--- src/hdl/counting_semaphore_lifo_waiters_defines.svh ---
// -----------------------------------------------------------------------------
// Assertion macros for the counting semaphore block
// Concurrent checks, compiled out for synthesis.
// -----------------------------------------------------------------------------
`ifndef COUNTING_SEMAPHORE_LIFO_WAITERS_DEFINES_SVH
`define COUNTING_SEMAPHORE_LIFO_WAITERS_DEFINES_SVH

`ifndef SYNTHESIS
`define CSL_ASSERT_SAME(label, clk, rst, ante, cons) \
  label: assert property (@(posedge clk) disable iff (rst) (ante) |-> (cons)) \
    else $error("csl assertion failed");
`define CSL_ASSERT_NEXT(label, clk, rst, ante, cons) \
  label: assert property (@(posedge clk) disable iff (rst) (ante) |=> (cons)) \
    else $error("csl assertion failed");
`else
`define CSL_ASSERT_SAME(label, clk, rst, ante, cons)
`define CSL_ASSERT_NEXT(label, clk, rst, ante, cons)
`endif

`endif

--- src/hdl/csl_pkg.sv ---
// -----------------------------------------------------------------------------
// csl_pkg
// Types and constants shared by the semaphore and its waiter stack.
// -----------------------------------------------------------------------------
package csl_pkg;

  localparam int NUM_TASKS   = 8;
  localparam int COUNT_WIDTH = 16;
  localparam int TASK_W      = 3;
  localparam int DEPTH_W     = $clog2(NUM_TASKS + 1);
  localparam int OUT_CNT_W   = 16;
  localparam int CFG_W       = 16;

  localparam logic REQ_WAIT = 1'b0;
  localparam logic REQ_POST = 1'b1;

  localparam logic [1:0] ST_GRANTED = 2'd0;
  localparam logic [1:0] ST_BLOCKED = 2'd1;
  localparam logic [1:0] ST_WOKE    = 2'd2;
  localparam logic [1:0] ST_BANKED  = 2'd3;

  typedef struct packed {
    logic              req_type;
    logic [TASK_W-1:0] task_id;
  } req_t;

  typedef struct packed {
    logic [1:0]           status;
    logic [TASK_W-1:0]    woken_task;
    logic                 overflow_flag;
    logic [OUT_CNT_W-1:0] count_now;
  } res_t;

  typedef struct packed {
    logic push;
    logic pop;
  } cell_ctl_t;

  typedef struct packed {
    logic push;
    logic pop;
    logic clear;
  } stack_ctl_t;

  typedef struct packed {
    logic               full;
    logic               empty;
    logic [DEPTH_W-1:0] depth;
  } stack_stat_t;

endpackage

--- src/hdl/csl_cell.sv ---
// -----------------------------------------------------------------------------
// csl_cell
// One waiter stack entry; takes its upper neighbor on push, lower on pop.
// -----------------------------------------------------------------------------
module csl_cell
  import csl_pkg::*;
(
  input  logic              clk,
  input  cell_ctl_t         ctl,
  input  logic [TASK_W-1:0] from_prev,
  input  logic [TASK_W-1:0] from_next,
  output logic [TASK_W-1:0] q
);

  always_ff @(posedge clk) begin
    if (ctl.push) begin
      q <= from_prev;
    end else if (ctl.pop) begin
      q <= from_next;
    end
  end

endmodule

--- src/hdl/csl_stack.sv ---
// -----------------------------------------------------------------------------
// csl_stack
// LIFO of waiting tasks as a row of shifting cells; cell 0 is the top.
// -----------------------------------------------------------------------------
`include "counting_semaphore_lifo_waiters_defines.svh"

module csl_stack
  import csl_pkg::*;
(
  input  logic              clk,
  input  logic              rst,
  input  stack_ctl_t        ctl,
  input  logic [TASK_W-1:0] push_data,
  output logic [TASK_W-1:0] top,
  output stack_stat_t       stat
);

  logic [TASK_W-1:0]  q [NUM_TASKS];
  logic [TASK_W-1:0]  prev_d [NUM_TASKS];
  logic [TASK_W-1:0]  next_d [NUM_TASKS];
  logic [DEPTH_W-1:0] depth;
  cell_ctl_t          cctl;

  assign cctl.push = ctl.push;
  assign cctl.pop  = ctl.pop;

  genvar i;
  generate
    for (i = 0; i < NUM_TASKS; i++) begin : g_cell
      if (i == 0) begin : g_first
        assign prev_d[i] = push_data;
      end else begin : g_mid
        assign prev_d[i] = q[i-1];
      end
      if (i == NUM_TASKS - 1) begin : g_last
        assign next_d[i] = '0;
      end else begin : g_inner
        assign next_d[i] = q[i+1];
      end
      csl_cell u_cell (
        .clk       (clk),
        .ctl       (cctl),
        .from_prev (prev_d[i]),
        .from_next (next_d[i]),
        .q         (q[i])
      );
    end
  endgenerate

  always_ff @(posedge clk) begin
    if (rst || ctl.clear) begin
      depth <= '0;
    end else if (ctl.push) begin
      depth <= depth + 1'b1;
    end else if (ctl.pop) begin
      depth <= depth - 1'b1;
    end
  end

  assign top        = q[0];
  assign stat.depth = depth;
  assign stat.full  = (depth == DEPTH_W'(NUM_TASKS));
  assign stat.empty = (depth == '0);

  `CSL_ASSERT_SAME(a_depth_range, clk, rst, 1'b1, depth <= DEPTH_W'(NUM_TASKS))
  `CSL_ASSERT_SAME(a_push_pop_excl, clk, rst, 1'b1, !(ctl.push && ctl.pop))
  `CSL_ASSERT_NEXT(a_push_grows, clk, rst, ctl.push && !ctl.clear,
                   depth == $past(depth) + 1'b1)
  `CSL_ASSERT_NEXT(a_pop_shrinks, clk, rst, ctl.pop && !ctl.clear,
                   depth == $past(depth) - 1'b1)

endmodule

--- src/hdl/counting_semaphore_lifo_waiters.sv ---
// -----------------------------------------------------------------------------
// counting_semaphore_lifo_waiters
// Results are registered: result and done are loaded when a request is taken.
// Throughput: one request per cycle; busy stays low, the count register and
// the stack pointer both settle in the same cycle.
// Reset (rst, synchronous): count zero, no waiters, no result pending.
// The receiver cannot stall; done marks each result for one cycle.
// -----------------------------------------------------------------------------
`include "counting_semaphore_lifo_waiters_defines.svh"

module counting_semaphore_lifo_waiters
  import csl_pkg::*;
(
  input  logic             clk,
  input  logic             rst,
  input  logic             start,
  output logic             busy,
  input  req_t             req,
  input  logic             cfg_valid,
  output logic             cfg_ready,
  input  logic [CFG_W-1:0] cfg_data,
  output logic             done,
  output res_t             result
);

  localparam logic [COUNT_WIDTH-1:0] COUNT_MAX = '1;

  logic [COUNT_WIDTH-1:0]           count;
  logic [COUNT_WIDTH-1:0]           count_next;
  logic [COUNT_WIDTH+CFG_W-1:0]     cfg_ext;
  logic [COUNT_WIDTH+OUT_CNT_W-1:0] cnt_ext;
  logic                             accept;
  logic                             cfg_wr;
  stack_ctl_t                       sctl;
  stack_stat_t                      sstat;
  logic [TASK_W-1:0]                top;
  res_t                             res_next;

  assign busy      = 1'b0;
  assign cfg_ready = 1'b1;
  assign accept    = start && !busy;
  assign cfg_wr    = cfg_valid && cfg_ready;
  assign cfg_ext   = {{COUNT_WIDTH{1'b0}}, cfg_data};

  always_comb begin
    count_next             = count;
    sctl.push              = 1'b0;
    sctl.pop               = 1'b0;
    sctl.clear             = cfg_wr;
    res_next.status        = ST_GRANTED;
    res_next.woken_task    = '0;
    res_next.overflow_flag = 1'b0;
    if (accept) begin
      if (req.req_type == REQ_WAIT) begin
        if (count != '0) begin
          count_next      = count - 1'b1;
          res_next.status = ST_GRANTED;
        end else if (!sstat.full) begin
          sctl.push       = 1'b1;
          res_next.status = ST_BLOCKED;
        end else begin
          res_next.status        = ST_BLOCKED;
          res_next.overflow_flag = 1'b1;
        end
      end else begin
        if (!sstat.empty) begin
          sctl.pop            = 1'b1;
          res_next.status     = ST_WOKE;
          res_next.woken_task = top;
        end else if (count == COUNT_MAX) begin
          res_next.status        = ST_BANKED;
          res_next.overflow_flag = 1'b1;
        end else begin
          count_next      = count + 1'b1;
          res_next.status = ST_BANKED;
        end
      end
    end
    cnt_ext            = {{OUT_CNT_W{1'b0}}, count_next};
    res_next.count_now = cnt_ext[OUT_CNT_W-1:0];
  end

  csl_stack u_stack (
    .clk       (clk),
    .rst       (rst),
    .ctl       (sctl),
    .push_data (req.task_id),
    .top       (top),
    .stat      (sstat)
  );

  always_ff @(posedge clk) begin
    if (rst) begin
      count <= '0;
      done  <= 1'b0;
    end else begin
      done <= accept;
      if (cfg_wr) begin
        count <= cfg_ext[COUNT_WIDTH-1:0];
      end else begin
        count <= count_next;
      end
    end
  end

  always_ff @(posedge clk) begin
    if (accept) begin
      result <= res_next;
    end
  end

  `CSL_ASSERT_NEXT(a_done_follows, clk, rst, accept, done)
  `CSL_ASSERT_NEXT(a_wake_keeps_count, clk, rst,
                   accept && !cfg_wr && req.req_type == REQ_POST && !sstat.empty,
                   $stable(count))
  `CSL_ASSERT_SAME(a_grant_no_ovf, clk, rst,
                   done && result.status == ST_GRANTED, !result.overflow_flag)
  `CSL_ASSERT_SAME(a_woken_zero, clk, rst,
                   done && result.status != ST_WOKE, result.woken_task == '0)

endmodule

--- config.mk ---
export PLATFORM = sky130hd
export DESIGN_NAME = counting_semaphore_lifo_waiters
export DESIGN_NICKNAME = d
export VERILOG_FILES = /design/src/hdl/csl_pkg.sv /design/src/hdl/csl_cell.sv /design/src/hdl/csl_stack.sv /design/src/hdl/counting_semaphore_lifo_waiters.sv
export VERILOG_INCLUDE_DIRS = /design/src /design/src/hdl
export SDC_FILE = /design/constraint.sdc
export NUM_CORES = 1
export LEC_CHECK = 0
export BUFFER_PORTS_ARGS = -buffer_cell sky130_fd_sc_hd__buf_2
export CAP_MARGIN = 20
export CORE_MARGIN = 10
export CORE_UTILIZATION = 50
export DETAILED_ROUTE_END_ITERATION = 6
export PLACE_DENSITY = 0.73
export REMOVE_ABC_BUFFERS = 1
export SLEW_MARGIN = 25
export SYNTH_ARGS = -nofsm -noshare
export SYNTH_HDL_FRONTEND = slang
export SYNTH_HIERARCHICAL = 1
export SYNTH_SLANG_ARGS = --single-unit
--- constraint.sdc ---
create_clock -name clk -period 5.6 [get_ports clk]
set_input_delay 0.28 -clock clk [delete_from_list [all_inputs] [get_ports clk]]
set_output_delay 0.28 -clock clk [all_outputs]
set_load 0.02 [all_outputs]
==> results by group, run 1 <==
Logic synthesis
  • Seq/Total Area, Yosys: 44.6%
  • Yosys reg bits: 67
  • Synth async-reset ratio: 0%
  • Synth Area in XOR/XNOR: 2.82%
  • Distinct cells, synth: 74
  • Count of flip-flops with a built-in enable after synthesis: 46
  • Ys Warns: 6
  • Synth Area in Simple Gates: 23.8%
  • Post-Syn Area: 4040 um^2
  • Syn Area/Cell: 10.7 um^2
  • Largest family of logic cells by synthesized area: simple AND/OR/NAND/NOR gates
  • Post-Syn Instances: around 380
  • Synth Area in Compound Gates: 13.6%
  • Ys flop type: edfxtp_1
  • Mux contribution to synthesized area: 8.21%
  • Synth Area in Adders: 2.05%

Route
  • DRC viols: 0
  • 1st-pass router iterations: 4
  • Vias post-DR: roughly 3200
  • Routed WL: about 9 mm
  • Initial DRC Count: 292
  • DR vias/cell: approximately 6.1
  • Post-route antenna net violation count: 0
  • Avg WL per Cell: 17.6 um

Floorplan
  • Die area: around 12000 um^2
  • Die X: 110 um
  • Initial core utilization: approximately 52%
  • DIE HEIGHT: ~110 um
  • IO Count: 49
  • Core area: between 7000 and 8000 um^2
  • # rows: 32

Timing
  • Final setup violation count: 0
  • Fmax: 281 MHz
  • Setup ws final: 2.05 ns
  • Setup Total Neg Slack: 0 ns
  • Final Hold Fails: 0
  • Unrepaired setup endpoints after global routing: false
  • Fin. max-slew vios: 0
  • Final worst-path cycle share: around 63%
  • Final min period: 3.55 ns
  • Worst slew pin tran: 0.806 ns
  • Post-route clock skew: 0.0154 ns
  • Max transition margin: 46.0%

Clock network
  • Clock sinks: 67
  • Hold Buf Count CTS: 0
  • Root buffer cell: clkbuf_8
  • CTS buffer count: 9
  • Post-CTS Setup Bufs: 0
  • # resized after CTS: 0
  • CTS tree: built
  • CTS max path bufs: 2
  • Clk pin slew, worst setup/hold paths: about 0.08 ns
  • Skew-Pair Late Insertion Delay: ~0.36 ns
  • H-tree depth: 3

Worst hold path
  • Hold_sp: cfg_data[10]
  • Worst hold path type: primary input to register

GRT
  • Remaining Overflow, GRT: 0
  • Largest net degree at the start of global routing: 42
  • Initial antenna violation count: 0
  • Vias in the first global route: 3131
  • First-pass GRT wire length: 15.1 mm
  • Total Routing Usage GR: 15.4%

Cells and area
  • Share of cells above drive strength 1: 30.2%
  • Non-filler instance count after layout: 516
  • Design Area, Final: around 4500 um^2
  • Antenna Diode Count: 0
  • Post-Route Utilization: 57.4%
  • Layout area overhead: 11.0%
  • Final nets: 439
  • Filler cell count: 681

Setup path
  • Crit-path leading delay family: simple AND/OR/NAND/NOR gates
  • CP Class: register to register
  • Critical path, cell by cell: inv_1, ha_1, nor3b_4, nand4_2, or2_0, nor3_2, buf_4, inv_1, ha_1, a21oi_1, o2bb2ai_1, o211ai_2
  • Reg2Reg Launch Point: count[0]
  • Worst Setup Start Kind: register
  • CP max FO: 38
  • Crit. Startpoint: count[0]
  • Buf/Inv on CP: 3
  • Slowest CP cell: or2_0
  • Max incr delay on CP: around 0.48 ns
  • Worst setup EP type: register
  • Crit path DAT: 3.79 ns
  • Required @ worst endpoint: 5.83 ns

Placed design
  • Post-place setup slack: 2.13 ns
  • Routability cong.: between 0.9 and 1
  • Placed cell areas: between 4000 and 5000 um^2
  • IO buf count: 46
  • DP Wirelength: 6.35 mm
  • DP Cell Count: 500

Power and ir drop
  • PwrDens: 263 nW/um^2
  • Worst VDD drop: 0.000156 V
  • Leak: about 1.6 nW

Outcome
  • Status: finished, final reports clean

Run
  • Max Cap Viol: 0
## synth_stat cells (3+ instances only)
cell type / count / area [um^2]
nor4b_1: 5 / 43.8
dfxtp_1: 21 / 420
buf_6: 3 / 33.8
nor4_1: 7 / 43.8
xnor2_1: 9 / 78.8
edfxtp_1: 46 / 1380
a221o_1: 3 / 30.0
nor3_1: 8 / 40.0
clkbuf_1: 16 / 60.1
or2_2: 10 / 62.6
and2_1: 7 / 43.8
o221ai_1: 6 / 52.6
conb_1: 3 / 11.3
ha_1: 5 / 62.6
mux2i_1: 5 / 50.1
mux2_2: 25 / 282
or3_1: 11 / 68.8
xor2_1: 4 / 35.0
nand3_1: 11 / 55.1
buf_4: 4 / 30.0
nand4_1: 11 / 68.8
buf_2: 6 / 30.0
a31oi_1: 5 / 31.3
inv_1: 7 / 26.3
and3_1: 5 / 31.3
o21ai_0: 5 / 25.0
nor2_1: 19 / 71.3
a21oi_1: 11 / 55.1
a22oi_1: 5 / 37.5
nand3b_1: 7 / 52.6
nor4_4: 3 / 63.8
nand2_1: 27 / 101
nor3_2: 3 / 30.0
## routing by layer
metal | global-route usage [%] | wire length [um] | vias to the layer above
met5 | 0 | 0 | -
li1 | - | - | 1507
met1 | 20.1 | 4110 | 1527
met3 | 4.27 | 650 | 14
met4 | 6.23 | 172 | 0
met2 | 23.7 | 4120 | 113
## logic make-up after synthesis
family / count (synthesis)
DFF: 67
AOI/OAI and AO/OA: 67
other: 3
buffers and inverters: 38
and+or+nand+nor: 153
xor gates and xnor gates: 13
adders and majority gates: 6
muxes: 30
## where the power goes
| group | internal (W) | total [W] | leakage, nW | switching (W) |
|---|---|---|---|---|
| sequential | 0.000554 | 0.000584 | 0.613 | 0.0000299 |
| combinational | 0.0000670 | 0.000170 | 0.922 | 0.000103 |
| clock | 0.000214 | 0.000426 | 0.103 | 0.000212 |
## registers in the layout (all words and copies together), names as in the netlist
| register | count |
|---|---|
| result | 22 |
| u_stack/depth | 4 |
| done | 1 |
| u_stack/g_cell.u_cell/q | 24 |
| count | 16 |
## cells in the final DEF, fill, tap and decap left out, drive strengths merged, types with 3 or more instances in the layout
master	n
nand4	12
a221o	3
o221ai	6
a21oi	11
mux2i	5
nor4b	7
inv	12
nor3b	3
xor2	4
nor2	20
or3	12
a2111oi	3
and3	5
nand3b	7
o211ai	3
or2	11
nor3	11
xnor2	9
a211o	3
dfxtp	21
edfxtp	46
o21ai	5
buf	49
clkbuf	9
nor4	10
nand2	27
ha	5
nand3	13
and2	7
conb	5
mux2	25
a31oi	5
a22oi	5
## path summary, 6_finish.rpt
check | slack, ns | endpoint | cells past startpoint
setup / recovery | 2.05 | u_stack/depth[3] | 12
hold / removal | 0.19 | count[10] | 3
setup reg to reg | 2.05 | u_stack/depth[3] | 12
hold reg to reg | 0.54 | u_stack/g_cell[6].u_cell/q[0] | 1
## metrics by stage
step | power, W | hold WS, ns
2_1_floorplan | 0.000701 | 0.347
3_3_place_gp | 0.000760 | 0.530
3_5_place_dp | 0.000763 | 0.540
4_1_cts | 0.00119 | 0.185
5_1_grt | 0.00123 | 0.210
6_report | 0.00118 | 0.192
## worst register-to-register path: stages (launching register included)
cell and delay, ns:
dfxtp_1 0.40, inv_1 0.13, ha_1 0.17, nor3b_4 0.30, nand4_2 0.21, or2_0 0.48, nor3_2 0.24, buf_4 0.41
inv_1 0.18, ha_1 0.37, a21oi_1 0.29, o2bb2ai_1 0.17, o211ai_2 0.10
## final cells by class
cell class,instances,area (um^2),share of cell area [%]
Clock inverter,7,83.8,1.87
Tap cell,102,128,2.85
Sequential cell,67,1800,40.2
Inverter,8,30.0,0.670
Timing Repair Buffer,49,253,5.64
Clock buffer,9,124,2.76
Multi-Input combinational cell,274,2060,46.0
(Power assumes the default switching activity.)
==> run 2, diff against run 1 <==
==> constraint.sdc (replaced) <==
create_clock -name clk -period 3.2 [get_ports clk]
set_input_delay 0.16 -clock clk [delete_from_list [all_inputs] [get_ports clk]]
set_output_delay 0.16 -clock clk [all_outputs]
set_load 0.02 [all_outputs]
==> run 2 against run 1 <==
  * Clock power increased by 73%
  * Sequential power up 75%
  * Critical path depth down 1
  * Wire length shrank 0.53%
  * Sequential cell count stayed put
  * Combinational power up 81%
  * Register-to-register slack worse by 1.6 ns
  * Design area grew 0.81%
  * Final cell count increased by 0.97%
  * Critical path type unchanged
==> results by group, run 2 (synthesis gave the netlist of run 1 again) <==
Outcome
  • Status: finished, final reports clean

Cells and area
  • Antenna Diode Count: 0 (unchanged)
  • Share of cells above drive strength 1: 31.0% (+0.83 points)
  • Layout area overhead: 11.9%
  • Largest regs: u_stack/g_cell.u_cell/q: 24 flops, result: 22 flops, count: 16 flops
  • Multi-input logic area: 2060 um^2 (unchanged)
  • Filler cell count: 682 (+0.15%)
  • Final nets: 444 (+1.1%)
  • Sequential cell area: 1800 um^2 (unchanged)
  • Most frequent cells in the layout: buf_2, edfxtp_1, nand2_1
  • Max FFs per register: 24 (unchanged)
  • Top reg by flops: u_stack/g_cell.u_cell/q

Power and ir drop
  • Leak: 1.66 nW (+1.3%)
  • Int Power: 0.00146 W (+75%)
  • Net Sw Power: 0.000596 W (+73%)
  • PwrDens: 456 nW/um^2 (+73%)
  • Worst VDD drop: 0.000273 V (+76%)
  • Clock share of power: 35.7% (-0.4 points)
  • Comb power frac: 14.9% (+0.5 points)
  • Sw Ratio: 28.9% (-0.32 points)
  • Flop pwr share: 49.4% (about the same)
  • Final Power: 0.00206 W (+75%)

Setup path
  • Worst setup EP type: register
  • CP max FO: 8 (-79%)
  • Worst Setup Start Kind: register
  • CP Class: register to register
  • Crit path DAT: 3.03 ns (-0.76 ns)
  • Required @ worst endpoint: 3.45 ns (-2.38 ns)

Route
  • DR vias/cell: 5.90 (-3.7%)
  • Avg WL per Cell: 17.3 um (-1.5%)
  • Routed WL: 9.01 mm (-0.53%)
  • Initial DRC Count: 241 (-17%)
  • Vias post-DR: 3073 (-2.8%)
  • 1st-pass router iterations: 4 (unchanged)
  • DRC viols: 0 (unchanged)
  • Post-route antenna net violation count: 0 (unchanged)

Clock network
  • Clk pin slew, worst setup/hold paths: 0.09 ns (about the same)
  • Hold Buf Count CTS: 0 (unchanged)
  • # resized after CTS: 0 (unchanged)
  • Post-CTS Setup Bufs: 0 (unchanged)
  • Root buffer cell: clkbuf_8
  • H-tree depth: 3 (unchanged)
  • Clock sinks: 67 (unchanged)
  • CTS tree: built
  • CTS buffer count: 9 (unchanged)
  • CTS max path bufs: 2 (unchanged)
  • Skew-Pair Late Insertion Delay: 0.36 ns (about the same)

Timing
  • Worst slew pin tran: 0.811 ns (+0.00517 ns)
  • Final Hold Fails: 0 (unchanged)
  • Setup ws final: 0.413 ns (-1.63 ns)
  • Max transition margin: 45.5% (-0.52 points)
  • Unrepaired setup endpoints after global routing: false
  • Fmax: 359 MHz (+28%)
  • Fin. max-slew vios: 0 (unchanged)
  • Final setup violation count: 0 (unchanged)
  • Final worst-path cycle share: 87.1% (+24 points)
  • Post-route clock skew: 0.0146 ns (-0.000814 ns)
  • Final min period: 2.79 ns (-0.768 ns)

GRT
  • Total Routing Usage GR: 15.7% (+0.23 points)
  • Vias in the first global route: 2981 (-4.8%)
  • Remaining Overflow, GRT: 0 (unchanged)
  • Initial antenna violation count: 0 (unchanged)
  • First-pass GRT wire length: 14.9 mm (-1.1%)
  • Largest net degree at the start of global routing: 42 (unchanged)

Floorplan
  • Die X: 110 um (unchanged)
  • Core area: 7810 um^2 (unchanged)
  • # rows: 32 (unchanged)
  • IO Count: 49 (unchanged)
  • DIE HEIGHT: 110 um (unchanged)
  • Die area: 12100 um^2 (unchanged)
  • Initial core utilization: 51.7% (unchanged)

Placed design
  • IO buf count: 46 (unchanged)
  • DP Wirelength: 6.46 mm (+1.7%)
  • Post-place setup slack: 0.432 ns (-1.70 ns)
  • Routability cong.: 0.939 (-2.2%)

Run
  • Max Cap Viol: 0 (unchanged)

Worst hold path
  • Worst hold path type: primary input to register
run 2: cell type report:
class	instances	share of cell area, %
clock inverter	7	1.83
timing repair buffer	54	6.43
inverter	8	0.665
sequential	67	39.9
tap	102	2.83
multi-input combinational	274	45.6
clock buffer	9	2.74
run 2: metal layers:
layer / global-route usage [%] / up-vias / part of all wire (%)
li1: - / 1516 / -
met1: 20.5 / 1472 / 45
met2: 24.3 / 79 / 47
met3: 4.86 / 6 / 6.3
met4: 4.83 / 0 / 1.1
met5: 0 / - / 0
run 2: power groups by stage:
stage                     Clock [W]  Combinational, W  Sequential (W)
after floorplan                   0          0.000164         0.00106
after global placement            0          0.000303         0.00103
after detailed placement          0          0.000307         0.00104
after CTS                  0.000757          0.000309         0.00102
after global routing       0.000792          0.000341         0.00102
final                      0.000736          0.000307         0.00102
run 2: path summary, 6_finish.rpt:
| check | start | endpoint | slack (ns) | cells past startpoint |
|---|---|---|---|---|
| max | count[0] | u_stack/depth[3] | 0.41 | 11 |
| min | cfg_data[10] | count[10] | 0.07 | 3 |
| max reg2reg | count[0] | u_stack/depth[3] | 0.41 | 11 |
| min reg2reg | u_stack/g_cell[7].u_cell/q[1] | u_stack/g_cell[6].u_cell/q[1] | 0.54 | 1 |
run 2: critical path: stages, from the launching register on:
cell       delay (ns)
dfxtp_1          0.39
inv_1            0.13
ha_1             0.18
nor3b_4          0.29
nand4_2          0.22
or2_0            0.30
nor3_2           0.19
inv_1            0.12
ha_1             0.35
a21oi_1          0.25
o2bb2ai_1        0.16
o211ai_2         0.09
run 2: stage by stage:
step	instances	hold WS (ns)	area, um^2	utilization, %	setup TNS, ns
CTS	521	0.0480	4520	57.9	0
floorplan	349	0.227	3890	-	-70.99
detailed placement	505	0.426	4310	55.2	0
finish	521	0.0699	4520	57.9	0
global route	521	0.0748	4520	57.9	0
global placement	505	0.411	4310	55.2	0
==> run 3, diff against run 2 <==
--- a/config.mk
+++ b/config.mk
@@ -8,6 +8,7 @@
 export LEC_CHECK = 0
 export BUFFER_PORTS_ARGS = -buffer_cell sky130_fd_sc_hd__buf_2
 export CAP_MARGIN = 20
+export CORE_ASPECT_RATIO = 1.75
 export CORE_MARGIN = 10
 export CORE_UTILIZATION = 50
 export DETAILED_ROUTE_END_ITERATION = 6
==> run 3 against run 2 <==
  * Wire length increased by 10%
  * Clock power is 32% higher
  * Sequential power about the same
  * Worst setup slack lost 0.072 ns
  * Fmax down 2.5%
  * Combinational power rose by 5%
  * Non-clock buffer count up 3
  * Global-route usage is 1.2 points higher
  * Via count up 1.9%
  * Sequential share of layout area decreased by 0.84 points
  * Critical endpoint unchanged
  * Largest power group unchanged
==> results by group, run 3 (synthesis gave the netlist of run 1 again) <==
Cells and area
  • Top reg by flops: u_stack/g_cell.u_cell/q
  • Antenna Diode Count: 0 (unchanged)
  • Most frequent cells in the layout: buf_2, edfxtp_1, nand2_1
  • Layout area overhead: 14.3%
  • Share of cells above drive strength 1: 30.8% (-0.22 points)
  • Final nets: 447 (+0.68%)
  • Largest regs: u_stack/g_cell.u_cell/q: 24 flops, result: 22 flops, count: 16 flops
  • Design Area, Final: 4610 um^2 (+2.2%)
  • Post-Route Utilization: 58.3% (+0.49 points)
  • Max FFs per register: 24 (unchanged)

Power and ir drop
  • Comb power frac: 14.0% (-0.9 points)
  • Int Power: 0.00172 W (+17%)
  • Final Power: 0.00230 W (+12%)
  • Worst VDD drop: 0.000305 V (+12%)
  • Clock share of power: 42.0% (+6.3 points)
  • Leak: 1.72 nW (+3.5%)
  • Net Sw Power: 0.000584 W (-2.0%)
  • Flop pwr share: 44.0% (-5.4 points)
  • Sw Ratio: 25.3% (-3.6 points)
  • PwrDens: 499 nW/um^2 (+9.4%)

Clock network
  • CTS buffer count: 9 (unchanged)
  • CTS tree: built
  • H-tree depth: 3 (unchanged)
  • Post-CTS Setup Bufs: 0 (unchanged)
  • Hold Buf Count CTS: 0 (unchanged)
  • # resized after CTS: 0 (unchanged)
  • Clock sinks: 67 (unchanged)
  • Clk pin slew, worst setup/hold paths: 0.05 ns (-0.04 ns)
  • Root buffer cell: clkbuf_16
  • Skew-Pair Late Insertion Delay: 0.33 ns (-0.03 ns)
  • CTS max path bufs: 2 (unchanged)

Setup path
  • Required @ worst endpoint: 3.40 ns (-0.05 ns)
  • R2R cell count: 11 (unchanged)
  • Crit path DAT: 3.06 ns (+0.03 ns)
  • Critical path, cell by cell: inv_1, ha_1, nor3b_4, nand4_2, or2_0, nor3_2, inv_1, ha_1, a21oi_1, o2bb2ai_1, o211ai_2
  • Worst Setup Start Kind: register
  • Buf/Inv on CP: 2 (unchanged)
  • Flop-to-flop setup slack: 0.34 ns (-0.07 ns)
  • Worst setup EP type: register
  • Crit-path leading delay family: simple AND/OR/NAND/NOR gates
  • CP max FO: 8 (unchanged)
  • Crit path depth: 11 (unchanged)
  • CP Class: register to register
  • Max incr delay on CP: 0.38 ns (about the same)
  • Slowest CP cell: dfxtp_1

Timing
  • Post-route clock skew: 0.00897 ns (-0.00565 ns)
  • Fmax: 350 MHz (-2.5%)
  • Worst slew pin tran: 0.751 ns (-0.0602 ns)
  • Final setup violation count: 0 (unchanged)
  • Unrepaired setup endpoints after global routing: false
  • Final worst-path cycle share: 89.3% (+2.2 points)
  • Fin. max-slew vios: 0 (unchanged)
  • Final Hold Fails: 0 (unchanged)
  • Max transition margin: 50.0% (+4.5 points)
  • Final min period: 2.86 ns (+0.0717 ns)

Floorplan
  • DIE HEIGHT: 139 um (+26%)
  • Initial core utilization: 51.1% (-0.66 points)
  • Core area: 7910 um^2 (+1.3%)
  • Die area: 12200 um^2 (+1.2%)
  • IO Count: 49 (unchanged)
  • Die X: 87.9 um (-20%)
  • # rows: 43 (+34%)

Route
  • 1st-pass router iterations: 5 (+1)
  • Routed WL: 9.91 mm (+10%)
  • DR vias/cell: 6.11 (+3.6%)
  • Post-route antenna net violation count: 0 (unchanged)
  • DRC viols: 0 (unchanged)
  • Initial DRC Count: 153 (-37%)
  • Avg WL per Cell: 19.4 um (+12%)
  • Vias post-DR: 3130 (+1.9%)

Worst hold path
  • Worst hold path type: primary input to register
  • Hold Path Depth: 3 (unchanged)

GRT
  • First-pass GRT wire length: 16.3 mm (+9.5%)
  • Initial antenna violation count: 0 (unchanged)
  • Vias in the first global route: 3238 (+8.6%)
  • Total Routing Usage GR: 16.9% (+1.2 points)
  • Remaining Overflow, GRT: 0 (unchanged)
  • Largest net degree at the start of global routing: 42 (unchanged)

Placed design
  • Routability cong.: 0.900 (-4.1%)
  • IO buf count: 46 (unchanged)
  • Placed cell areas: 4320 um^2 (+0.17%)
  • DP Wirelength: 7.25 mm (+12%)

Run
  • Max Cap Viol: 0 (unchanged)

Outcome
  • Status: finished, final reports clean
==> run 3: changes by cell type in the layout (fill, tap and decap cells not counted), sizes merged <==
cell,delta
inv,-4
buf,+3
clkbuf,+3
clkinv,+2
clkinvlp,-1
==> run 3: worst paths after layout <==
| kind | startpoint | end |
|---|---|---|
| max reg2reg | count[0] | u_stack/depth[3] |
| max | count[0] | u_stack/depth[3] |
| min reg2reg | u_stack/g_cell[7].u_cell/q[1] | u_stack/g_cell[6].u_cell/q[1] |
| min | cfg_data[10] | count[10] |
==> run 3: layout make-up <==
class / instances / area [um^2]
Tap cell: 90 / 113
Sequential cell: 67 / 1800
Clock buffer: 12 / 246
Fill cell: 705 / 3290
Multi-Input combinational cell: 274 / 2060
Inverter: 8 / 30.0
Clock inverter: 4 / 50.0
Timing Repair Buffer: 57 / 313
==> run 3: metal layers <==
layer	wire length (um)	up-vias	GRT usage, %
met1	3570	1496	17.9
met4	348	0	10.1
met5	0	-	0
met3	466	25	3.18
li1	-	1523	-
met2	5520	86	29.3
==> run 3: power by group through the flow <==
stage / Clock [W] / Sequential, W / Combinational (W)
final: 0.000968 / 0.00101 / 0.000321
after global routing: 0.00102 / 0.00102 / 0.000354
after CTS: 0.000988 / 0.00101 / 0.000323
after detailed placement: 0 / 0.00103 / 0.000321
after global placement: 0 / 0.00103 / 0.000317
after floorplan: 0 / 0.00106 / 0.000164
==> run 3: tightest hold or removal path, stage by stage <==
cell and delay, ns:
buf_2 0.08, nand3b_1 0.06, nand3b_1 0.07
==> run 3: through the flow <==
step | std cells | setup TNS [ns] | hold slack [ns] | setup WS (ns)
2_1_floorplan | 349 | -70.99 | 0.227 | -2.07
5_1_grt | 512 | 0 | 0.104 | 0.0950
6_report | 512 | 0 | 0.0767 | 0.342
4_1_cts | 512 | 0 | 0.0728 | 0.392
3_3_place_gp | 496 | 0 | 0.408 | 0.527
3_5_place_dp | 496 | 0 | 0.414 | 0.410
